### src/rtl/asa_pkg.sv
// ----------------------------------------------------------------------------
// asa_pkg: shared types and constants of the steering angle unit
// Datapath widths, the CORDIC arctangent table and the degree scale factor.
// ----------------------------------------------------------------------------
package asa_pkg;

    localparam int CORDIC_STEPS_DEF = 24;
    localparam int LANES            = 2;

    localparam int RADIUS_W = 24;
    localparam int REG_W    = 16;
    localparam int NUM_W    = REG_W + 1;      // 2 * wheelbase
    localparam int DEN_W    = RADIUS_W + 2;   // 2 * radius +/- track, signed
    localparam int MAG_W    = DEN_W - 1;      // |denominator|
    localparam int FRAC_W   = 20;
    localparam int XY_W     = 48;             // CORDIC x / y, signed
    localparam int Z_W      = 26;             // angle at 2^-24 rad, signed
    localparam int ZMAG_W   = Z_W - 1;
    localparam int ANG_W    = 11;             // tenths of a degree, signed
    localparam int TDATA_IN_W  = 24;
    localparam int TDATA_OUT_W = 24;

    localparam logic [REG_W-1:0] WHEELBASE_RST = 16'd1400;
    localparam logic [REG_W-1:0] TRACK_RST     = 16'd1200;

    // register indexes on the configuration port
    localparam logic REG_WHEELBASE = 1'b0;
    localparam logic REG_TRACK     = 1'b1;

    // round(1800/pi * 2^24), split for two narrow multipliers
    localparam int K_W    = 34;
    localparam int KLO_W  = 17;
    localparam int KHI_W  = K_W - KLO_W;
    localparam logic [K_W-1:0]   TENTHS_K = 34'd9612636688;
    localparam logic [KHI_W-1:0] K_HI     = TENTHS_K[K_W-1:KLO_W];
    localparam logic [KLO_W-1:0] K_LO     = TENTHS_K[KLO_W-1:0];
    localparam int PROD_W       = ZMAG_W + K_W;
    localparam int TENTHS_SHIFT = 48;

    localparam logic [ANG_W-1:0] ANGLE_MAX = 11'd900;

    typedef struct packed {
        logic force_zero;   // straight command, or zero wheelbase with a nonzero denominator
        logic force_max;    // zero denominator: +90 degrees
        logic neg;          // denominator below zero
    } t_meta;

    // atan(2^-i) at 2^-24 rad, rounded to nearest
    function automatic logic signed [Z_W-1:0] atan_entry(input int idx);
        logic signed [Z_W-1:0] v;
        case (idx)
            0:       v = 26'sd13176795;
            1:       v = 26'sd7778716;
            2:       v = 26'sd4110060;
            3:       v = 26'sd2086331;
            4:       v = 26'sd1047214;
            5:       v = 26'sd524117;
            6:       v = 26'sd262123;
            7:       v = 26'sd131069;
            8:       v = 26'sd65536;
            9:       v = 26'sd32768;
            10:      v = 26'sd16384;
            11:      v = 26'sd8192;
            12:      v = 26'sd4096;
            13:      v = 26'sd2048;
            14:      v = 26'sd1024;
            15:      v = 26'sd512;
            16:      v = 26'sd256;
            17:      v = 26'sd128;
            18:      v = 26'sd64;
            19:      v = 26'sd32;
            20:      v = 26'sd16;
            21:      v = 26'sd8;
            22:      v = 26'sd4;
            23:      v = 26'sd2;
            24:      v = 26'sd1;
            default: v = '0;
        endcase
        return v;
    endfunction

endpackage

### src/rtl/asa_scale.sv
// ----------------------------------------------------------------------------
// asa_scale: radians to tenths of a degree
// Two stages: split multiply by the scale factor, then shift, clamp, sign or force.
// ----------------------------------------------------------------------------
module asa_scale (
    input  logic                              i_clk,
    input  logic                              i_en,
    input  logic signed [asa_pkg::Z_W-1:0]    i_z,
    input  asa_pkg::t_meta                    i_meta,
    output logic signed [asa_pkg::ANG_W-1:0]  o_angle
);
    import asa_pkg::*;

    logic [ZMAG_W-1:0]       w_mag;
    logic [ZMAG_W+KHI_W-1:0] r_p_hi;
    logic [ZMAG_W+KLO_W-1:0] r_p_lo;
    t_meta                   r_meta;
    logic [PROD_W-1:0]       w_prod;
    logic [ANG_W-1:0]        w_t;
    logic [ANG_W-1:0]        w_clamped;
    logic signed [ANG_W-1:0] n_angle;
    logic signed [ANG_W-1:0] r_angle;

    // negative angle magnitude clamps to zero
    assign w_mag = i_z[Z_W-1] ? '0 : i_z[ZMAG_W-1:0];

    always_ff @(posedge i_clk) begin
        if (i_en) begin
            r_p_hi <= w_mag * K_HI;
            r_p_lo <= w_mag * K_LO;
            r_meta <= i_meta;
        end
    end

    assign w_prod    = {r_p_hi, {KLO_W{1'b0}}} + PROD_W'(r_p_lo);
    assign w_t       = w_prod[TENTHS_SHIFT +: ANG_W];
    assign w_clamped = (w_t > ANGLE_MAX) ? ANGLE_MAX : w_t;

    always_comb begin
        priority if (r_meta.force_zero) begin
            n_angle = '0;
        end else if (r_meta.force_max) begin
            n_angle = $signed(ANGLE_MAX);
        end else if (r_meta.neg) begin
            n_angle = -$signed(w_clamped);
        end else begin
            n_angle = $signed(w_clamped);
        end
    end

    always_ff @(posedge i_clk) begin
        if (i_en) begin
            r_angle <= n_angle;
        end
    end

    assign o_angle = r_angle;

endmodule

### config.mk
export PLATFORM = sky130hd
export DESIGN_NAME = asa_scale
export DESIGN_NICKNAME = d
export VERILOG_FILES = /design/src/rtl/asa_pkg.sv /design/src/rtl/asa_scale.sv
export SDC_FILE = /design/constraint.sdc
export NUM_CORES = 1
export LEC_CHECK = 0
export ABC_AREA = 1
export BUFFER_PORTS_ARGS = -buffer_cell sky130_fd_sc_hd__buf_2
export CORE_MARGIN = 5
export CORE_UTILIZATION = 55
export CTS_BUF_LIST = sky130_fd_sc_hd__clkbuf_2 sky130_fd_sc_hd__clkbuf_4 sky130_fd_sc_hd__clkbuf_8
export DETAILED_ROUTE_END_ITERATION = 16
export PLACE_DENSITY = 0.71
export REMOVE_ABC_BUFFERS = 1
export SYNTH_ARGS = -nofsm -noshare
export SYNTH_HDL_FRONTEND = slang
export SYNTH_SLANG_ARGS = --single-unit
### constraint.sdc
create_clock -name i_clk -period 6.78 [get_ports i_clk]
set_input_delay 0 -clock i_clk [delete_from_list [all_inputs] [get_ports i_clk]]
set_output_delay 0 -clock i_clk [all_outputs]
set_load 0.05 [all_outputs]
Word-level counts from Yosys, hierarchy flattened:

Index checks and enable logic that the tools add are counted.

* multipliers: 2
* add/sub/neg operators: 2
* shift operators: 0
* mux-type cells: 4
* $lt $le $gt $ge: 1
* reduce and logical (&&, ||, !) cells: 1
* eq/ne operators: 0
* bitwise gates (word level): 0
* divide/modulo/power cells: 0

Operator list (number)
* 59-bit by 42-bit adder with 59-bit output: 1
* 25-bit by 16-bit multiplier with 41-bit output, second input constant: 1
* 25-bit by 13-bit multiplier with 38-bit output, second input constant: 1
* 25-bit two-way mux: 1
* 11-bit two-way mux: 2
* 11-bit by 10-bit greater-than comparator with 1-bit output, second input constant: 1
* 11-bit negator: 1
* 10-bit two-way mux: 1
* 2-bit OR reduction: 1

* bits of input ports: 31
* ROM bits: 0
* logic and storage cells: 17
* bits in writable memories: 0
* output and inout port bits: 11
* memories kept: 0
* bits in latches: 0
* bits in registers: 93

Depth between registers and ports, before layout:

* word-level depth: 6
* depth in mapped cells: 32
* depth with buffers taken out: 31

Worst setup path after synthesis:

OpenSTA, ideal clock, no wires.

* path kind: input to register
* from: in i_z[25] (netlist bit)
* to: reg r_p_hi[41] (data pin)
* data required time: 6.528 ns
* arrival time: 5.705 ns
* buffers on the path: 1
* path slack: 0.822 ns
* library setup time: 0.252 ns
* cell stages on the path: 28
* cells stage by stage: buf_2 > nor2_1 > inv_1 > nor2_1 > nor2_1 > inv_1 > fa_1 > inv_1 > fa_1 > fa_1 > fa_1 > inv_1 > fa_1 > inv_1 > ha_1 > nand2_1 > nor2_1 > nand4_1 > o21ai_1 > a31oi_1 > o31ai_1 > a21oi_1 > o21bai_1 > nand2_1 > nand2_1 > nand2_1 > nand3_1 > nand2_1

* longest elaborated chain between the ends: 2

RTL lines
* start: declaration: line asa_scale.sv:8 `input logic signed [asa_pkg::Z_W-1:0] i_z,`
* 25-bit two-way mux: line asa_scale.sv:25 `assign w_mag = i_z[Z_W-1] ? '0 : i_z[ZMAG_W-1:0];`
* 25-bit by 16-bit multiplier with 41-bit output: line asa_scale.sv:29 `r_p_hi <= w_mag * K_HI;`
* end signal: assignment: line asa_scale.sv:29
* end: declaration: line asa_scale.sv:15 `logic [ZMAG_W+KHI_W-1:0] r_p_hi;`

No other way between the ends.
A chain may end at the register's enable or synchronous reset.

Worst setup path in the final report:

* from: in i_z[25] (netlist bit)
* to: reg r_p_hi[37] (data pin)

The elaborated chain is that of the path after synthesis.

==> results.toml <==
[finish]
insertedDiodeCount = 0
areaGrowthSynthToFinish_pct = 6.84
layout.core_utilization_pct = 59.6
layout.filler_cells = 2775
drive_gt1_share_pct = 7.74
fin_nets = 2668
fin_cells = 2540
final_area_mm2 = 0.0182

[timing]
finalHoldViolCount = 0
slew_headroom_pct = 37.0
period_share_pct = 91.6
maxClockFrequency_ghz = 0.161
fin_setup_tns_ps = 0
finalHoldWorstSlack_ps = 215
max_slew.worst_pin.slew_ps = 945
timing.clock.skew_ps = 20.5
rsz0062_at_grt = "no"
timing.final.max_slew_violations = 0
report.final.setup_viol = 0
layout_min_cycle_time_ps = 6210
setup_slack_ps = 570

[global_route]
grt_max_degree = 80
antenna_found_initial = 0
grt_pass1_vias = 13941
grt.total_usage_pct = 26.8
grt_first_pass_wirelength_mm = 72.7
grt_overflow = 0

[synthesis]
synth-seq-area-share_pct = 13.9
netlist_top_cells_area = "fa_1 (26%), ha_1 (20%), edfxtp_1 (14%), inv_1 (12%), nand2_1 (7.7%)"
synth.most_common_cell = "inv_1"
avgSynthCellArea_um2 = 8.30
synthFlopType = "edfxtp_1"
cell_area_synth_mm2 = 0.0171
synth.yosys.warnings = 0
synth_edf_count = 79
syn_inst = 2057
synthTopCellsByCount = "inv_1 (557), nand2_1 (348), ha_1 (273), fa_1 (225), nor2_1 (136)"
synth_top_area_share_pct = 26.4
number_of_synthesized_register_bits = 79
synth-async-reset-ratio_pct = 0
number_of_different_library_cells_in_the_post_synthesis_netlist = 49
yosys.area.top_type = "fa_1"

[outcome]
status = "finished clean"

[route]
route.antenna.remaining_nets = 0
dr.pass1.iters = 5
routedWlPerCell_um = 17.4
via_per_inst = 5.25
detail_route.iter0.violations = 1027
routed_wl_mm = 44.3
post-route-drc-count = 0
via_total_after_detailed_routing = 13338

[placement]
placement.cell_area_mm2 = 0.0180
detailedPlace.worstSlack_ps = 118
place.detailed.instances = 2521
hpwlAfterDp_mm = 39.6
globalplace.congestion = 0.993
portBuffers = 41

[worst_hold_path]
min_path_type = "input pin to flip-flop"

[cts]
clk-insertion-delay-late_ps = 360
cts.reportedPaths.clkPinSlew_ps = 90
clock_tree.buffer_depth = 2
tritoncts_num_sinks = 79
htreeDepth = 3
total_clock_buffers_created_by_cts = 9
ctsRootBufferMaster = "clkbuf_8"
tritoncts = "yes"

[job]
max_cap_violations = 0

[floorplan]
die_y_extent_um = 186
core_region_area_mm2 = 0.0306
dieWidth_um = 186
floorplan.io_pins = 42
core.rowCount = 64
initial_core_util_pct = 55.8
fp.dieArea_mm2 = 0.0347

[worst_setup_path]
cell_with_the_biggest_individual_delay_on_the_critical_path = "fa_1"
criticalPathCategory = "input pin to flip-flop"
timing.critical_path.required_ps = 6900
timing.critical_path.arrival_ps = 6330
worstSetupEndpointType = "flip-flop"
critPathLaunchType = "input pin"
cell_family_contributing_the_most_delay_on_the_critical_path = "adder cells"
worst_path_largest_cell_delay_ps = 530
path_max_fanout = 17
cp_num_buf_inv = 8

[pwr]
ir_worst_vdd_uv = 246
power.leakage_nw = 10.3
power_density_mw_per_mm2 = 437
power_mw = 7.97
## area by class of cell
class / instances / area (um^2) / area share, %
clock buffer: 9 / 124 / 0.679
clock inverter: 7 / 106 / 0.583
inverter: 567 / 2130 / 11.7
multi-input combinational: 1405 / 12500 / 68.7
sequential: 79 / 2370 / 13.0
tap: 396 / 495 / 2.72
timing repair buffer: 77 / 485 / 2.66
## sequential cells by signal (all words and copies together) (netlist names)
signal and flops:
r_p_hi 39, r_p_lo 26, o_angle 11, r_meta 3
## tightest hold or removal path: cells and delay by family
family,cells,cell delay (ps)
buffers and inverters,3,360
AND/OR/NAND/NOR,1,80
## layout by cell type, fill, tap and decap left out, types with 16 or more instances in the layout
cell type  instances
xnor2_1           24
nor2_2            18
xor2_1            41
edfxtp_1          79
nand2_1          348
nand3_1           57
nand2_2           19
a21oi_1           99
fa_1             225
inv_1            557
nor2_1           135
o21ai_0           39
buf_4             34
buf_2             40
a21o_1            16
ha_1             273
## where the power goes
group	internal (mW)	leakage (nW)	switching [mW]
logic	2.35	9.37	4.14
clock network	0.215	0.117	0.184
registers	0.977	0.778	0.0984
total	3.55	10.3	4.43
## layer usage
layer	routed length (um)	vias up	GRT usage [%]
met3	2540	55	3.70
met4	935	0	5.97
met5	0	-	0
met2	20600	379	44.6
li1	-	6523	-
met1	20200	6381	37.8
## cell families (layout without fill, tap and decap cells)
| family | after synthesis | in the layout | synth area share, % |
|---|---|---|---|
| fa+ha+maj | 498 | 498 | 46.4 |
| flops | 79 | 79 | 13.9 |
| buf+inv | 573 | 660 | 12.8 |
| compound gates | 203 | 203 | 6.91 |
| simple gates | 639 | 639 | 16.7 |
| xor+xnor | 65 | 65 | 3.34 |
## worst paths after layout
check | cells after the start | slack [ps] | to | from
worst max-delay path | 30 | 570 | r_p_hi[37] | i_z[25]
worst min-delay path | 4 | 220 | r_p_lo[5] | i_z[1]
worst max register to register | 23 | 3340 | o_angle[8] | r_p_hi[12]
worst min register to register | 1 | 620 | o_angle[8] | r_meta[2]
## repair_timing
action                                 CTS  global route
hold buffers                             3             0
setup endpoints to repair                0             2
gates resized for setup                  0             3
endpoints found under the hold margin    3             0
setup buffers                            0             0
Note: power is estimated with default switching activity, not from simulation.
