File: config.mk
export PLATFORM = sky130hd
export DESIGN_NAME = asa_cordic_cell
export DESIGN_NICKNAME = d
export VERILOG_FILES = /design/src/rtl/asa_pkg.sv /design/src/rtl/asa_cordic_cell.sv
export SDC_FILE = /design/constraint.sdc
export NUM_CORES = 1
export LEC_CHECK = 0
export BUFFER_PORTS_ARGS = -buffer_cell sky130_fd_sc_hd__buf_2
export CORE_UTILIZATION = 52
export DETAILED_ROUTE_END_ITERATION = 10
export PLACE_DENSITY = 0.87
export REMOVE_ABC_BUFFERS = 1
export SYNTH_ARGS = -nofsm -noshare
export SYNTH_HDL_FRONTEND = slang
export SYNTH_SLANG_ARGS = --single-unit
File: constraint.sdc
create_clock -name i_clk -period 4.7 [get_ports i_clk]
set_input_delay 0.94 -clock i_clk [delete_from_list [all_inputs] [get_ports i_clk]]
set_output_delay 0.94 -clock i_clk [all_outputs]
set_load 0.01 [all_outputs]
File: src/rtl/asa_pkg.sv
// ----------------------------------------------------------------------------
// asa_pkg: shared types and constants of the steering angle unit
// Datapath widths, the CORDIC arctangent table and the degree scale factor.
// ----------------------------------------------------------------------------
package asa_pkg;

    localparam int CORDIC_STEPS_DEF = 24;
    localparam int LANES            = 2;

    localparam int RADIUS_W = 24;
    localparam int REG_W    = 16;
    localparam int NUM_W    = REG_W + 1;      // 2 * wheelbase
    localparam int DEN_W    = RADIUS_W + 2;   // 2 * radius +/- track, signed
    localparam int MAG_W    = DEN_W - 1;      // |denominator|
    localparam int FRAC_W   = 20;
    localparam int XY_W     = 48;             // CORDIC x / y, signed
    localparam int Z_W      = 26;             // angle at 2^-24 rad, signed
    localparam int ZMAG_W   = Z_W - 1;
    localparam int ANG_W    = 11;             // tenths of a degree, signed
    localparam int TDATA_IN_W  = 24;
    localparam int TDATA_OUT_W = 24;

    localparam logic [REG_W-1:0] WHEELBASE_RST = 16'd1400;
    localparam logic [REG_W-1:0] TRACK_RST     = 16'd1200;

    // register indexes on the configuration port
    localparam logic REG_WHEELBASE = 1'b0;
    localparam logic REG_TRACK     = 1'b1;

    // round(1800/pi * 2^24), split for two narrow multipliers
    localparam int K_W    = 34;
    localparam int KLO_W  = 17;
    localparam int KHI_W  = K_W - KLO_W;
    localparam logic [K_W-1:0]   TENTHS_K = 34'd9612636688;
    localparam logic [KHI_W-1:0] K_HI     = TENTHS_K[K_W-1:KLO_W];
    localparam logic [KLO_W-1:0] K_LO     = TENTHS_K[KLO_W-1:0];
    localparam int PROD_W       = ZMAG_W + K_W;
    localparam int TENTHS_SHIFT = 48;

    localparam logic [ANG_W-1:0] ANGLE_MAX = 11'd900;

    typedef struct packed {
        logic force_zero;   // straight command, or zero wheelbase with a nonzero denominator
        logic force_max;    // zero denominator: +90 degrees
        logic neg;          // denominator below zero
    } t_meta;

    // atan(2^-i) at 2^-24 rad, rounded to nearest
    function automatic logic signed [Z_W-1:0] atan_entry(input int idx);
        logic signed [Z_W-1:0] v;
        case (idx)
            0:       v = 26'sd13176795;
            1:       v = 26'sd7778716;
            2:       v = 26'sd4110060;
            3:       v = 26'sd2086331;
            4:       v = 26'sd1047214;
            5:       v = 26'sd524117;
            6:       v = 26'sd262123;
            7:       v = 26'sd131069;
            8:       v = 26'sd65536;
            9:       v = 26'sd32768;
            10:      v = 26'sd16384;
            11:      v = 26'sd8192;
            12:      v = 26'sd4096;
            13:      v = 26'sd2048;
            14:      v = 26'sd1024;
            15:      v = 26'sd512;
            16:      v = 26'sd256;
            17:      v = 26'sd128;
            18:      v = 26'sd64;
            19:      v = 26'sd32;
            20:      v = 26'sd16;
            21:      v = 26'sd8;
            22:      v = 26'sd4;
            23:      v = 26'sd2;
            24:      v = 26'sd1;
            default: v = '0;
        endcase
        return v;
    endfunction

endpackage

File: src/rtl/asa_cordic_cell.sv
// ----------------------------------------------------------------------------
// asa_cordic_cell: one vectoring step of the arctangent chain
// Rotates (x, y) toward the x axis by atan(2^-IDX) and hands it on.
// ----------------------------------------------------------------------------
module asa_cordic_cell #(
    parameter int IDX = 0
) (
    input  logic                              i_clk,
    input  logic                              i_en,
    input  logic signed [asa_pkg::XY_W-1:0]   i_x,
    input  logic signed [asa_pkg::XY_W-1:0]   i_y,
    input  logic signed [asa_pkg::Z_W-1:0]    i_z,
    input  asa_pkg::t_meta                    i_meta,
    output logic signed [asa_pkg::XY_W-1:0]   o_x,
    output logic signed [asa_pkg::XY_W-1:0]   o_y,
    output logic signed [asa_pkg::Z_W-1:0]    o_z,
    output asa_pkg::t_meta                    o_meta
);
    import asa_pkg::*;

    localparam logic signed [Z_W-1:0] ATAN_C = atan_entry(IDX);

    logic signed [XY_W-1:0] w_dx;
    logic signed [XY_W-1:0] w_dy;
    logic signed [XY_W-1:0] r_x, n_x;
    logic signed [XY_W-1:0] r_y, n_y;
    logic signed [Z_W-1:0]  r_z, n_z;
    t_meta                  r_meta;

    // arithmetic shift rounds toward minus infinity
    assign w_dx = i_y >>> IDX;
    assign w_dy = i_x >>> IDX;

    always_comb begin
        if (i_y > 0) begin
            n_x = i_x + w_dx;
            n_y = i_y - w_dy;
            n_z = i_z + ATAN_C;
        end else begin
            n_x = i_x - w_dx;
            n_y = i_y + w_dy;
            n_z = i_z - ATAN_C;
        end
    end

    always_ff @(posedge i_clk) begin
        if (i_en) begin
            r_x    <= n_x;
            r_y    <= n_y;
            r_z    <= n_z;
            r_meta <= i_meta;
        end
    end

    assign o_x    = r_x;
    assign o_y    = r_y;
    assign o_z    = r_z;
    assign o_meta = r_meta;

endmodule

# Word level (Yosys, flattened, before mapping)
# Cells that the tools add are included.
dict set report word_totals {
  regBits 125
  latch_bits 0
  ramBits 0
  rom_bits 0
  out_inout_bits 125
  mem_count 0
}
dict set report op_classes {
  addsub 5
  n_mul 0
  n_div 0
  order_cmp 1
  eq_ne 0
  shifts 0
  mux 3
  bitwise_logic 0
  reduce_logical 0
}
# operator n
set ops {}
lappend ops {{$mux W48} 2}
lappend ops {{$sub A48 B48 Y48} 2}
lappend ops {{$add A48 B48 Y48} 1}
lappend ops {{$gt A48 B1 Y1 const B} 1}
lappend ops {{$add A26 B25 Y26 const B} 1}
lappend ops {{$mux W26} 1}
lappend ops {{$sub A26 B25 Y26 const B} 1}

# Longest topological paths before layout
# Gate-level depths: netlist (run 1).
dict set report depth {
  depth_word 2
  mapped_depth 18
  ltp_nobuf 16
}

# Least setup slack after synthesis (run 1)
# No wires, ideal clock.
dict set report synth_timing {
  path_type {input port to flip-flop}
  start {input i_y[8] (netlist name)}
  end {register r_z[24] (netlist: o_z[24]) (data pin)}
  setup_time_ns 0.258
  t_arrival_ns 4.431
  required_ns 4.442
  setup_slack_ns 0.012
  cell_stages 18
  n_path_buf 3
  path_cell_list {nor4_1 nand4_1 nor3_1 or2_2 clkbuf_1 clkbuf_1 buf_1 ha_1 a21o_1 a21o_1 a21oi_1 o21bai_1 a21oi_1 o31ai_1 a31oi_1 o31ai_1 a21oi_1 xnor2_1}
}
dict set report synth_between {
  elab_chain_len 2
}
# item line_no
set synth_rtl {}
lappend synth_rtl {{start: declaration} asa_cordic_cell.sv:11} ;# input logic signed [asa_pkg::XY_W-1:0] i_y,
lappend synth_rtl {{$gt A48 B1 Y1} asa_cordic_cell.sv:35} ;# if (i_y > 0) begin
lappend synth_rtl {{$mux W26} asa_cordic_cell.sv:35}
lappend synth_rtl {{named net n_z[24]} asa_cordic_cell.sv:27} ;# logic signed [Z_W-1:0] r_z, n_z;
lappend synth_rtl {{end signal: assignment} asa_cordic_cell.sv:50} ;# r_z <= n_z;
lappend synth_rtl {{end: declaration} asa_cordic_cell.sv:27}
# The timed path passes the listed nets, and every way through them passes these cells.
# A chain may end at the register's enable or synchronous reset.

# Worst setup path after layout (run 1)
dict set report layout_timing {
  start {input i_y[24] (netlist name)}
  end {register r_z[24] (netlist: o_z[24]) (data pin)}
}
# Same word-level chain as after synthesis.

==> reports/qor.yml, run 1 <==
run_status:
  status: "finished clean"
sta:
  rsz0062_at_grt: "false"
  finalSetupViolCount: 0
  tightest_slew_ns: 1.143
  max_slew_margin_pct: 23.77
  fin_crit_ns: 4.372
  fmax_mhz: 228.7
  holdWs_ns: 0.6810
  drv_slew: 0
  hold_violations: 0
  min_period_over_period_pct: 93.02
  setup_slack_ns: 0.3280
worst_setup_path:
  path_common_cell: "a21oi_1"
  worstSetupPathType: "in -> reg"
  arrival_ns: 4.56
  cp_cell_sequence: "buf_2 -> nor4_1 -> buf_4 -> nand4_1 -> nor3_1 -> or2_4 -> inv_2 -> buf_4 -> ha_1 -> a21oi_1 -> o211ai_1 -> a21oi_1 -> o31ai_1 -> a31oi_1 -> o31ai_1 -> a21oi_1 -> xnor2_1"
  endpoint_kind: "flop"
  cp_max_fo: 20
  crit_path_max_incr_delay_ns: 0.46
  crit_path_start_kind: "input pin"
  slowest_stage: "nor4_1"
  cp.required_ns: 4.89
synthesis:
  synth-seq-cells: 124
  yosys.area_share.adder_pct: 16.17
  ys_warn_count: 0
  synth_edf_count: 124
  synth_seq_area_share_pct: 28.08
  synthSimpleGateAreaFrac_pct: 13.49
  synthFlopType: "edfxtp_1"
  synthMuxAreaShare_pct: 1.972
  async_flop_share_pct: 0
  syn_avg_cell_area_um2: 8.473
  ys_types: 87
  syn_area_um2: 13260
  synth_top_family_by_area: "compound AO/OA/AOI/OAI gates"
  synthesis.instances: 1565
  synth_xor_xnor_area_share_pct: 7.794
  synth_compound_area_share_pct: 25.90
grt:
  overflow: 0
  first_global_vias: 12959
  antenna_found_initial: 4
  grt_use_total_pct: 33.91
  grt_pass1_wl_um: 68940
  grt_max_degree: 88
layout:
  fin_cells: 2179
  area_delta_synth_final_pct: 18.93
  fin_nets: 2131
  fin_area_um2: 15770
  drive_above_1_share_pct: 20.47
floorplanning:
  pin_count: 252
  coreArea_um2: 25110
  floorplan.initialDensity_pct: 52.81
  dieArea_um2: 26140
  die_x_um: 161.7
  row_count: 58
  die_y_um: 161.7
min_path:
  holdPathEnd: "o_meta[2]"
  holdPathStages: 1
  min_from: "i_meta[2]"
  hp-class: "in -> reg"
clocking:
  holdBufCountCts: 0
  cts_resized: 0
  clock-root-buffer: "clkbuf_16"
  h-tree-depth: 4
  cts_buffer_depth: 2
  clk_pin_slew_ns: 0.06
  cts_tree: "done"
  clock_sinks: 124
  numCtsBuffers: 17
  cts_setup_buffers: 0
routing:
  firstDrtPassIters: 6
  finalWirelength_um: 45310
  drc_errors: 0
  detail_route.wl_per_cell_um: 20.79
  ant_nets: 0
  vias: 13486
  drt_iter0_drc: 1618
  viasPerCell: 6.189
placed_design:
  portBuffers: 251
  dp_hpwl_um: 35610
  place_ws_ns: -0.01257
  placedCellCount: 2146
  place_congestion: 1.026
  postPlaceCellArea_um2: 15170
pwr:
  ir_drop_v: 0.0001916
  power.density_nw_per_um2: 304.1
  power.total_uw: 4796
  power_leakage_uw: 0.007011
job:
  maxCapViolations: 0
-- stage by stage --
step	utilization (%)	setup TNS, ns
finish	62.81	0
global route	62.79	0
CTS	62.79	0
detailed placement	60.40	-0.01330
global placement	60.40	0
floorplan	-	-15.45
-- state kept, by name, summed over array words and instances, names as in the netlist --
| name | flops |
|---|---|
| o_meta | 3 |
| o_y | 47 |
| o_z | 26 |
| o_x | 48 |
-- cell families after synthesis --
logic type | count (synthesis)
AOI/OAI and AO/OA | 535
xor gates and xnor gates | 118
adders and majority gates | 169
buffers and inverters | 226
DFF | 124
muxes | 26
and+or+nand+nor | 367
-- power breakdown --
part	internal [uW]	switching, uW	leakage [uW]	total (uW)
combinational	728	1150	0.00552	1880
clock	832	559	0.000281	1390
sequential	1470	51.7	0.00121	1520
total	3030	1760	0.00701	4800
-- critical path: cells and delay by family --
family	cells	cell delay (ns)
xor gates and xnor gates	1	0.13
buffers and inverters	4	0.66
adders and majority gates	1	0.43
and+or+nand+nor	4	1.00
AOI/OAI and AO/OA	7	1.39
-- per-layer routing --
metal | GRT usage [%] | up-vias | share of wire [%]
li1 | - | 6212 | -
met1 | 42.93 | 6336 | 41
met2 | 56.52 | 798 | 46
met3 | 6.818 | 136 | 9.2
met4 | 13.64 | 4 | 3.9
met5 | 0 | - | 0.044
-- placed cells by master, fill, tap and decap left out, types with 28 or more instances in the layout --
| master | instances |
|---|---|
| buf_2 | 250 |
| a21oi_1 | 204 |
| ha_1 | 165 |
| inv_1 | 155 |
| edfxtp_1 | 124 |
| nor2_1 | 115 |
| xnor2_1 | 103 |
| o21ai_0 | 88 |
| nand2_1 | 85 |
| buf_4 | 65 |
| o21bai_1 | 37 |
| a21o_1 | 31 |
| nor3_1 | 28 |
-- cells in the mapped netlist, types with 25 or more instances --
| master | instances | area (um^2) |
|---|---|---|
| a21oi_1 | 204 | 1021 |
| ha_1 | 165 | 2064 |
| inv_1 | 155 | 581.8 |
| edfxtp_1 | 124 | 3724 |
| nor2_1 | 115 | 431.7 |
| xnor2_1 | 103 | 902.1 |
| o21ai_0 | 88 | 440.4 |
| nand2_1 | 85 | 319.1 |
| clkbuf_1 | 43 | 161.4 |
| o21bai_1 | 37 | 277.8 |
| a21o_1 | 31 | 232.7 |
| nor3_1 | 28 | 140.1 |
| nand4_1 | 27 | 168.9 |
| mux2i_1 | 25 | 250.2 |
-- layout make-up --
class | count | area (um^2)
diodes | 2 | 5.005
clock buffers | 17 | 425.4
clock inverters | 14 | 173.9
fillers | 2216 | 9339
inverters | 161 | 604.3
multi-input cells | 1215 | 8666
flip-flops and latches | 124 | 3724
well taps | 330 | 412.9
repair buffers | 316 | 1759
-- how the worst max path moves through the flow --
stage / start / to / slack [ns] / depth (start not counted)
after floorplan: i_y[8] / o_z[25] / -1.15 / 16
after global placement: i_y[24] / o_z[25] / 0.06 / 18
after detailed placement: i_y[24] / o_z[25] / -0.01 / 18
after CTS: i_y[24] / o_z[25] / 0.42 / 18
after global routing: i_y[21] / o_z[25] / 0.09 / 18
final: i_y[24] / o_z[24] / 0.33 / 17
No activity file was read; power rests on OpenSTA's default activity.
==> run 2, diff against run 1 <==
--- a/config.mk
+++ b/config.mk
@@ -6,6 +6,8 @@
 export NUM_CORES = 1
 export LEC_CHECK = 0
 export BUFFER_PORTS_ARGS = -buffer_cell sky130_fd_sc_hd__buf_2
+export CAP_MARGIN = 10
+export CORE_ASPECT_RATIO = 0.9
 export CORE_UTILIZATION = 52
 export DETAILED_ROUTE_END_ITERATION = 10
 export PLACE_DENSITY = 0.87
==> run 2 against run 1 <==
Against the previous run: die area barely moved; final cell count barely moved; global-route usage rose by 0.091 points; critical endpoint unchanged; core utilization fell by 0.44 points; largest power group unchanged; critical path type unchanged.
==> reports/qor.yml, run 2 (synthesized netlist as in run 1, its figures left out) <==
routing:
  viasPerCell: 6.200
  ant_nets: 0
  drt_iter0_drc: 1631
  firstDrtPassIters: 6
  drc_errors: 0
  detail_route.wl_per_cell_um: 20.66
  vias: 13522
  finalWirelength_um: 45060
worst_setup_path:
  cp_cell_sequence: "buf_2 -> nor4_2 -> buf_4 -> nand4_1 -> nor3_1 -> or2_4 -> inv_2 -> buf_4 -> ha_1 -> a21o_1 -> a21oi_1 -> o21bai_1 -> a21oi_1 -> o31ai_1 -> a31oi_1 -> o31ai_1 -> a21oi_1 -> xnor2_1"
  slowest_stage: "nor4_2"
  cp_num_buf_inv: 4
  endpoint_kind: "flop"
  worstSetupPathType: "in -> reg"
  crit_cells: 18
  critPathCapture: "o_z[24]"
  crit_path_max_incr_delay_ns: 0.51
  cp.required_ns: 4.89
  crit_start: "i_y[21]"
  arrival_ns: 4.54
  path_common_cell: "a21oi_1"
  cp_max_fo: 9
  crit_path_start_kind: "input pin"
  crit_family: "compound AO/OA/AOI/OAI gates"
sta:
  drv_slew: 0
  hold_violations: 0
  fin_crit_ns: 4.358
  finalSetupViolCount: 0
  rsz0062_at_grt: "false"
  max_slew_margin_pct: 28.94
  tightest_slew_ns: 1.066
  min_period_over_period_pct: 92.73
  fmax_mhz: 229.4
  fin_setup_tns_ns: 0
floorplanning:
  die_y_um: 153.5
  die_x_um: 170.3
  row_count: 55
  pin_count: 252
  coreArea_um2: 25120
  dieArea_um2: 26140
  floorplan.initialDensity_pct: 52.79
min_path:
  hp-class: "in -> reg"
clocking:
  clock-root-buffer: "clkbuf_16"
  holdBufCountCts: 0
  clock_sinks: 124
  numCtsBuffers: 17
  cts_tree: "done"
  clk_pin_slew_ns: 0.07
  h-tree-depth: 4
  cts_buffer_depth: 2
layout:
  fin_cells: 2181
  fin_area_um2: 15670
  largest_reg_flops: 48
  final_core_util_pct: 62.37
  regArea_um2: 3724
  multiInputGateArea_um2: 8672
  final_cell_mix: "250 x buf_2, 204 x a21oi_1, 165 x ha_1, 155 x inv_1, 124 x edfxtp_1"
  layout_commonest_cell: "buf_2"
  fin_nets: 2117
  drive_above_1_share_pct: 19.96
  area_delta_synth_final_pct: 18.15
  fillers: 2207
run_status:
  status: "finished clean"
grt:
  overflow: 0
  grt_pass1_wl_um: 68810
  first_global_vias: 12781
  grt_use_total_pct: 34.00
  grt_max_degree: 88
  antenna_found_initial: 6
placed_design:
  placedCellCount: 2144
  portBuffers: 251
  place_congestion: 1.013
  dp_hpwl_um: 35690
  postPlaceCellArea_um2: 15080
job:
  maxCapViolations: 0
pwr:
  power.density_nw_per_um2: 301.6
  ir_drop_v: 0.0002422
  power_leakage_uw: 0.006939
run 2: worst min path at each step:
stage                         start         to  slack, ns  depth (start not counted)
after CTS                 i_meta[2]  o_meta[2]       0.68                          1
after global placement    i_meta[1]  o_meta[1]       1.12                          1
after detailed placement  i_meta[2]  o_meta[2]       1.12                          1
final                     i_meta[2]  o_meta[2]       0.69                          1
after floorplan           i_meta[0]  o_meta[0]       1.04                          0
after global routing      i_meta[2]  o_meta[2]       0.67                          1
run 2: through the flow:
| stage | total power, uW | hold WS [ns] | setup WS (ns) |
|---|---|---|---|
| 2_1_floorplan | 2659 | 1.039 | -1.153 |
| 3_3_place_gp | 3321 | 1.121 | -0.02319 |
| 3_5_place_dp | 3354 | 1.124 | -0.2195 |
| 4_1_cts | 4679 | 0.6788 | 0.2175 |
| 5_1_grt | 4928 | 0.6716 | 0.008311 |
| 6_report | 4725 | 0.6881 | 0.3415 |
run 2: cell type report:
class	instances	share of cell area (%)
clock inverter	15	0.9344
timing repair buffer	302	10.56
inverter	161	3.858
clock buffer	17	2.715
antenna	5	0.07987
sequential	124	23.77
tap	342	2.731
multi-input combinational	1215	55.35
run 2: routing by layer:
layer  part of all wire, %  wire [um]  GRT usage (%)  vias up
li1                      -          -              -     6179
met3                    12       5313          8.185      130
met5                 0.027         12              0        -
met2                    43      19320          51.60      923
met1                    42      18980          46.72     6288
met4                   3.2       1439          12.61        2
run 2: report_power, final:
| group | internal, uW | total, uW | switching (uW) |
|---|---|---|---|
| Sequential | 1470 | 1520 | 47.7 |
| Combinational | 714 | 1870 | 1160 |
| Clock | 705 | 1330 | 630 |
| Total | 2890 | 4730 | 1830 |
run 2: what timing repair did:
action,4_1_cts,5_1_grt
endpoints found under the hold margin,0,0
buffers inserted,0,0
gates resized for setup,0,1
endpoints found under the setup margin,0,2
